===== src/rtl/gmps_pkg.sv =====
// shared types, widths and helpers for the grid minimum path sum block
// no dependencies; every other file of the block uses it
`timescale 1ns / 1ps
`default_nettype none

package gmps_pkg;

  localparam int COST_W       = 16;
  localparam int SUM_W        = 32;
  localparam int ROWS_W       = 16;
  localparam int COLS_W       = 11;
  localparam int CFG_IDX_W    = 2;
  localparam int CFG_DATA_W   = 16;
  localparam int DEF_MAX_COLS = 1024;

  typedef logic [COST_W-1:0]     cost_t;
  typedef logic [SUM_W-1:0]      sum_t;
  typedef logic [ROWS_W-1:0]     rows_t;
  typedef logic [COLS_W-1:0]     cols_t;
  typedef logic [CFG_IDX_W-1:0]  cfg_idx_t;
  typedef logic [CFG_DATA_W-1:0] cfg_data_t;

  localparam cfg_idx_t REG_NUM_ROWS = cfg_idx_t'(0);
  localparam cfg_idx_t REG_NUM_COLS = cfg_idx_t'(1);

  localparam sum_t SUM_MAX = '1;

  typedef struct packed {
    sum_t path_sum;
    logic is_last;
  } result_t;

  // per-cell control of the row chain
  typedef struct packed {
    logic shift;
    logic load;
  } cell_ctl_t;

  function automatic sum_t sat_add(input sum_t a, input cost_t b);
    logic [SUM_W:0] s;
    s = {1'b0, a} + {{(SUM_W + 1 - COST_W){1'b0}}, b};
    return s[SUM_W] ? SUM_MAX : s[SUM_W-1:0];
  endfunction

endpackage

`default_nettype wire


===== src/rtl/gmps_if.sv =====
// valid/ready channel interfaces for cell costs and path sum results
// depends on gmps_pkg
`timescale 1ns / 1ps
`default_nettype none


interface gmps_out_if;
  logic           valid;
  logic           ready;
  gmps_pkg::sum_t path_sum;
  logic           is_last;

  modport source (output valid, output path_sum, output is_last, input ready);
  modport sink   (input valid, input path_sum, input is_last, output ready);
endinterface

`default_nettype wire


===== src/rtl/gmps_out_buf.sv =====
// output register plus skid slot for result items
// depends on gmps_pkg, gmps_out_if
`timescale 1ns / 1ps
`default_nettype none

module gmps_out_buf (
  input  wire                 clk,
  input  wire                 rst_n,
  input  wire                 res_valid,
  input  gmps_pkg::result_t   res,
  output logic                res_ready,
  gmps_out_if.source          out_ch
);
  import gmps_pkg::*;

  logic    out_valid_r;
  result_t out_data_r;
  logic    skid_valid_r;
  result_t skid_data_r;
  logic    out_take;
  logic    res_take;

  assign out_take  = out_valid_r && out_ch.ready;
  assign res_ready = !skid_valid_r;
  assign res_take  = res_valid && res_ready;

  always_ff @(posedge clk) begin
    if (!rst_n) begin
      out_valid_r  <= 1'b0;
      skid_valid_r <= 1'b0;
    end else if (skid_valid_r) begin
      if (out_take) begin
        out_data_r   <= skid_data_r;
        skid_valid_r <= 1'b0;
      end
    end else if (res_take) begin
      if (!out_valid_r || out_take) begin
        out_data_r  <= res;
        out_valid_r <= 1'b1;
      end else begin
        skid_data_r  <= res;
        skid_valid_r <= 1'b1;
      end
    end else if (out_take) begin
      out_valid_r <= 1'b0;
    end
  end

  assign out_ch.valid    = out_valid_r;
  assign out_ch.path_sum = out_data_r.path_sum;
  assign out_ch.is_last  = out_data_r.is_last;

endmodule

`default_nettype wire


===== src/flat_wrapper.sv =====
// flat-port wrapper written by rule: the top's interface ports become plain ports
module gmps_out_buf_flat import gmps_pkg::*;
  (clk, rst_n, res_valid, res, res_ready, out_ch_valid, out_ch_path_sum, out_ch_is_last, out_ch_ready);
  gmps_out_if out_ch_i ();
  input  wire clk;
  input  wire rst_n;
  input  wire res_valid;
  input  gmps_pkg::result_t res;
  output logic res_ready;
  output wire logic [$bits(out_ch_i.valid)-1:0] out_ch_valid;
  output wire logic [$bits(out_ch_i.path_sum)-1:0] out_ch_path_sum;
  output wire logic [$bits(out_ch_i.is_last)-1:0] out_ch_is_last;
  input wire logic [$bits(out_ch_i.ready)-1:0] out_ch_ready;
  assign out_ch_valid = out_ch_i.valid;
  assign out_ch_path_sum = out_ch_i.path_sum;
  assign out_ch_is_last = out_ch_i.is_last;
  assign out_ch_i.ready = out_ch_ready;
  gmps_out_buf u_core (.clk(clk), .rst_n(rst_n), .res_valid(res_valid), .res(res), .res_ready(res_ready), .out_ch(out_ch_i));
endmodule

===== config.mk =====
export PLATFORM = sky130hd
export DESIGN_NAME = gmps_out_buf_flat
export DESIGN_NICKNAME = d
export VERILOG_FILES = /design/src/rtl/gmps_pkg.sv /design/src/rtl/gmps_if.sv /design/src/rtl/gmps_out_buf.sv /design/src/flat_wrapper.sv
export SDC_FILE = /design/constraint.sdc
export NUM_CORES = 1
export LEC_CHECK = 0
export ABC_AREA = 1
export BUFFER_PORTS_ARGS = -buffer_cell sky130_fd_sc_hd__buf_4
export CAP_MARGIN = 20
export CORE_ASPECT_RATIO = 1.75
export CORE_MARGIN = 3
export CORE_UTILIZATION = 55
export DETAILED_ROUTE_END_ITERATION = 6
export GPL_TIMING_DRIVEN = 1
export PLACE_DENSITY = 0.84
export SLEW_MARGIN = 20
export SYNTH_ARGS = -nofsm -noshare
export SYNTH_HDL_FRONTEND = slang
export SYNTH_SLANG_ARGS = --single-unit
export TNS_END_PERCENT = 20

===== constraint.sdc =====
create_clock -name clk -period 6.1 [get_ports clk]
set_input_delay 0.305 -clock clk [delete_from_list [all_inputs] [get_ports clk]]
set_output_delay 0.305 -clock clk [all_outputs]
set_load 0.02 [all_outputs]

==> impl_metrics.sql <==
INSERT INTO impl_metrics (metric_group, metric, value, unit) VALUES
('power', 'netSwitchingFraction', '0.223', ''),
('timing', 'final.setup_skew', '5.43', 'ps'),
('timing', 'period_needed', '2580', 'ps'),
('timing', 'report.final.hold_viol_count', '0', ''),
('clocking', 'cts_tree', 'done', ''),
('power', 'net-switching-power', '206', 'uW'),
('routing', 'firstDrtPassIters', '4', ''),
('routing', 'post_drt_via_cell_ratio', '5.10', ''),
('worst_setup_path', 'path_class', 'reg -> reg', ''),
('floorplan', 'die-height', '95.9', 'um'),
('clocking', 'post-cts-setup-buffer-count', '0', ''),
('grt', 'maximum_number_of_pins_on_one_net_before_global_route_repair', '39', ''),
('power', 'power.internal', '715', 'uW'),
('timing', 'report.final.setup_viol', '0', ''),
('floorplan', 'dieWidth', '57.4', 'um'),
('floorplan', 'die_area', '0.00551', 'sq mm'),
('yosys', 'yosysSeqAreaShare', '0.795', ''),
('timing', 'setup_repair_after_global_routing_missed_its_margin', 'no', ''),
('floorplan', 'initial_utilization', '0.572', ''),
('finish', 'flow.area_growth_from_synthesis', '27.5', '%'),
('placed_design', 'place.gp.congestion', '0.668', ''),
('worst_setup_path', 'cp_slowest_stage_delay', '750', 'ps'),
('worst_setup_path', 'crit_path_end_kind', 'flop', ''),
('placed_design', 'dpl_worst_slack', '2980', 'ps'),
('clocking', 'post_cts_resize_count', '0', ''),
('finish', 'final-instance-count-excl-fill', '324', ''),
('worst_setup_path', 'startpoint_type', 'flop', ''),
('clocking', 'clock_latency', '330', 'ps'),
('clocking', 'clk_pin_slew_worst_paths', '70', 'ps'),
('worst_setup_path', 'critical_path.cell_chain', 'inv_2 -> nand3_1 -> nand2_1 -> nor2_4', ''),
('routing', 'antenna_violating_nets_post_route', '0', ''),
('placed_design', 'place.detailed.hpwl', '3340', 'um'),
('yosys', 'avgSynthCellArea', '13.1', 'sq um'),
('yosys', 'synth.ff_latch_count', '68', ''),
('timing', 'remaining_max_slew_budget_at_the_tightest_pin', '0.392', ''),
('timing', 'setup_slack_after_layout', '3520', 'ps'),
('finish', 'antenna_cells_inserted', '0', ''),
('grt', 'antenna_violations_before_repair', '0', ''),
('clocking', 'cts-root-buf', 'sky130_fd_sc_hd__clkbuf_8', ''),
('floorplan', 'core-area', '0.00444', 'sq mm'),
('clocking', 'post_cts_hold_fix_bufs', '0', ''),
('outcome', 'outcome', 'completed', ''),
('clocking', 'clock_sinks', '68', ''),
('timing', 'worst-slew-pin-transition', '911', 'ps'),
('yosys', 'ys_warn_count', '0', ''),
('yosys', 'synth.cell_area', '0.00254', 'sq mm'),
('worst_setup_path', 'buf_inv_stages_crit_path', '1', ''),
('grt', 'grt_util_all_layers', '0.188', ''),
('timing', 'period_share', '0.423', ''),
('finish', 'num-nets-final', '305', ''),
('worst_setup_path', 'critical-path-top-delay-family', 'simple AND/OR/NAND/NOR gates', ''),
('grt', 'total_congestion_overflow_after_global_routing', '0', ''),
('routing', 'route.detailed.wl_per_inst', '15.1', 'um'),
('timing', 'maxSlewViolCount', '0', ''),
('finish', 'layout-drive-gt1-share', '0.319', ''),
('timing', 'totalNegativeSetupSlack', '0', 'ps'),
('yosys', 'syn-instance-count', '194', ''),
('worst_setup_path', 'timing.critical_path.fanout_max', '38', ''),
('grt', 'vias_in_the_first_global_route', '1604', ''),
('worst_setup_path', 'arrival_time_of_the_worst_setup_path', '2530', 'ps'),
('placed_design', 'place.detailed.instances', '308', ''),
('yosys', 'post_synth_cell_types', '12', ''),
('routing', 'drt_wl_total', '4900', 'um'),
('clocking', 'htreeDepth', '3', ''),
('routing', 'dr.first_iter.drc_count', '55', ''),
('timing', 'max_clock_freq', '0.387', 'GHz'),
('power', 'static_leakage', '1.37', 'nW'),
('clocking', 'number_of_buffers_on_the_longest_clock_path', '2', ''),
('power', 'clock_power_frac', '0.315', ''),
('grt', 'global_route_wire_length_before_repair', '7470', 'um'),
('yosys', 'syn-num-nets', '231', ''),
('clocking', 'cts_buffers', '9', ''),
('worst_setup_path', 'critPathRequiredTime', '6050', 'ps'),
('power', 'portion_of_total_power_attributed_to_combinational_logic', '0.097', ''),
('routing', 'routed-via-count', '1654', ''),
('power', 'powerDensity', '284', 'mW/mm^2'),
('worst_hold_path', 'min_path_type', 'in -> reg', ''),
('placed_design', 'numPortBuffers', '71', ''),
('routing', 'drc_errors', '0', ''),
('power', 'max-vdd-ir-drop', '0.205', 'mV'),
('floorplan', 'ioPinCount', '72', ''),
('flow_run', 'drv.max_cap_violation_count', '0', ''),
('worst_setup_path', 'cp_slowest_cell', 'sky130_fd_sc_hd__dfxtp_2', ''),
('power', 'seq_power_share', '0.588', ''),
('floorplan', 'placementRows', '32', '');
worst paths after layout:
| kind | from | end | slack [ps] | depth (start not counted) |
|---|---|---|---|---|
| worst max-delay path | u_core.skid_valid_r | u_core.out_ch.path_sum[3] | 3520 | 4 |
| worst min-delay path | res[1] | u_core.skid_data_r[1] | 160 | 1 |
| worst max register to register | u_core.skid_valid_r | u_core.out_ch.path_sum[3] | 3520 | 4 |
| worst min register to register | u_core.out_ch.valid | u_core.out_ch.valid | 520 | 2 |
worst register-to-register path: stages (launching register included):
cell and delay (ps):
sky130_fd_sc_hd__dfxtp_2 750, sky130_fd_sc_hd__inv_2 470, sky130_fd_sc_hd__nand3_1 170, sky130_fd_sc_hd__nand2_1 100
sky130_fd_sc_hd__nor2_4 700
power by group through the flow:
| stage | clock (mW) | combinational, mW | sequential, mW |
|---|---|---|---|
| floorplan | 0 | 0.0284 | 0.565 |
| CTS | 0.297 | 0.0908 | 0.541 |
| finish | 0.290 | 0.0896 | 0.541 |
| global placement | 0 | 0.0867 | 0.550 |
| global route | 0.316 | 0.0974 | 0.542 |
| detailed placement | 0 | 0.0902 | 0.551 |
cell type report:
type / instances / area, sq um
sequential: 68 / 2020
fill: 292 / 1200
timing repair buffer: 71 / 533
multi-input combinational: 115 / 459
clock buffer: 12 / 135
tap: 51 / 63.8
clock inverter: 4 / 16.3
inverter: 3 / 11.3
cell usage after synthesis:
cell,count,share of area
sky130_fd_sc_hd__inv_2,1,0.0015
sky130_fd_sc_hd__dfxtp_1,2,0.016
sky130_fd_sc_hd__buf_6,4,0.018
sky130_fd_sc_hd__buf_2,4,0.0079
sky130_fd_sc_hd__or2_2,1,0.0025
sky130_fd_sc_hd__a21oi_2,1,0.0034
sky130_fd_sc_hd__o21ai_1,1,0.0020
sky130_fd_sc_hd__nor2_1,2,0.0030
sky130_fd_sc_hd__inv_1,2,0.0030
sky130_fd_sc_hd__nand3_1,3,0.0059
sky130_fd_sc_hd__nand2_1,107,0.16
sky130_fd_sc_hd__edfxtp_1,66,0.78
per-layer routing:
metal  GRT usage  share of wire
met2       0.320           0.57
met5           0              0
met3      0.0537          0.062
met4      0.0967          0.018
met1       0.212           0.35
registers in the layout, summed over array words and instances (netlist names):
name and flops:
u_core.out_ch.path_sum 32, u_core.out_ch.valid 1, u_core.skid_data_r 33, u_core.out_ch.is_last 1, u_core.skid_valid_r 1
through the flow:
step	utilization	instance area [sq um]	hold slack (ps)	power, mW
6_report	0.729	3240	158	0.921
5_1_grt	0.729	3240	141	0.956
4_1_cts	0.729	3240	142	0.929
3_5_place_dp	0.695	3090	495	0.641
3_3_place_gp	0.695	3090	495	0.637
2_1_floorplan	-	2540	404	0.593
kinds of logic after synthesis:
kind of cell           synth area share
AOI/OAI and AO/OA               0.00541
buffers and inverters            0.0300
DFF                               0.795
and+or+nand+nor                   0.169
cells in the final DEF, fill, tap and decap left out, drive strengths merged, types with 2 or more instances in the layout:
master and n:
nand2 107, clkinv 4, nor2 2, edfxtp 66
clkbuf 12, inv 3, buf 71, nand3 3
dfxtp 2
Note: power is estimated with default switching activity, not from simulation.
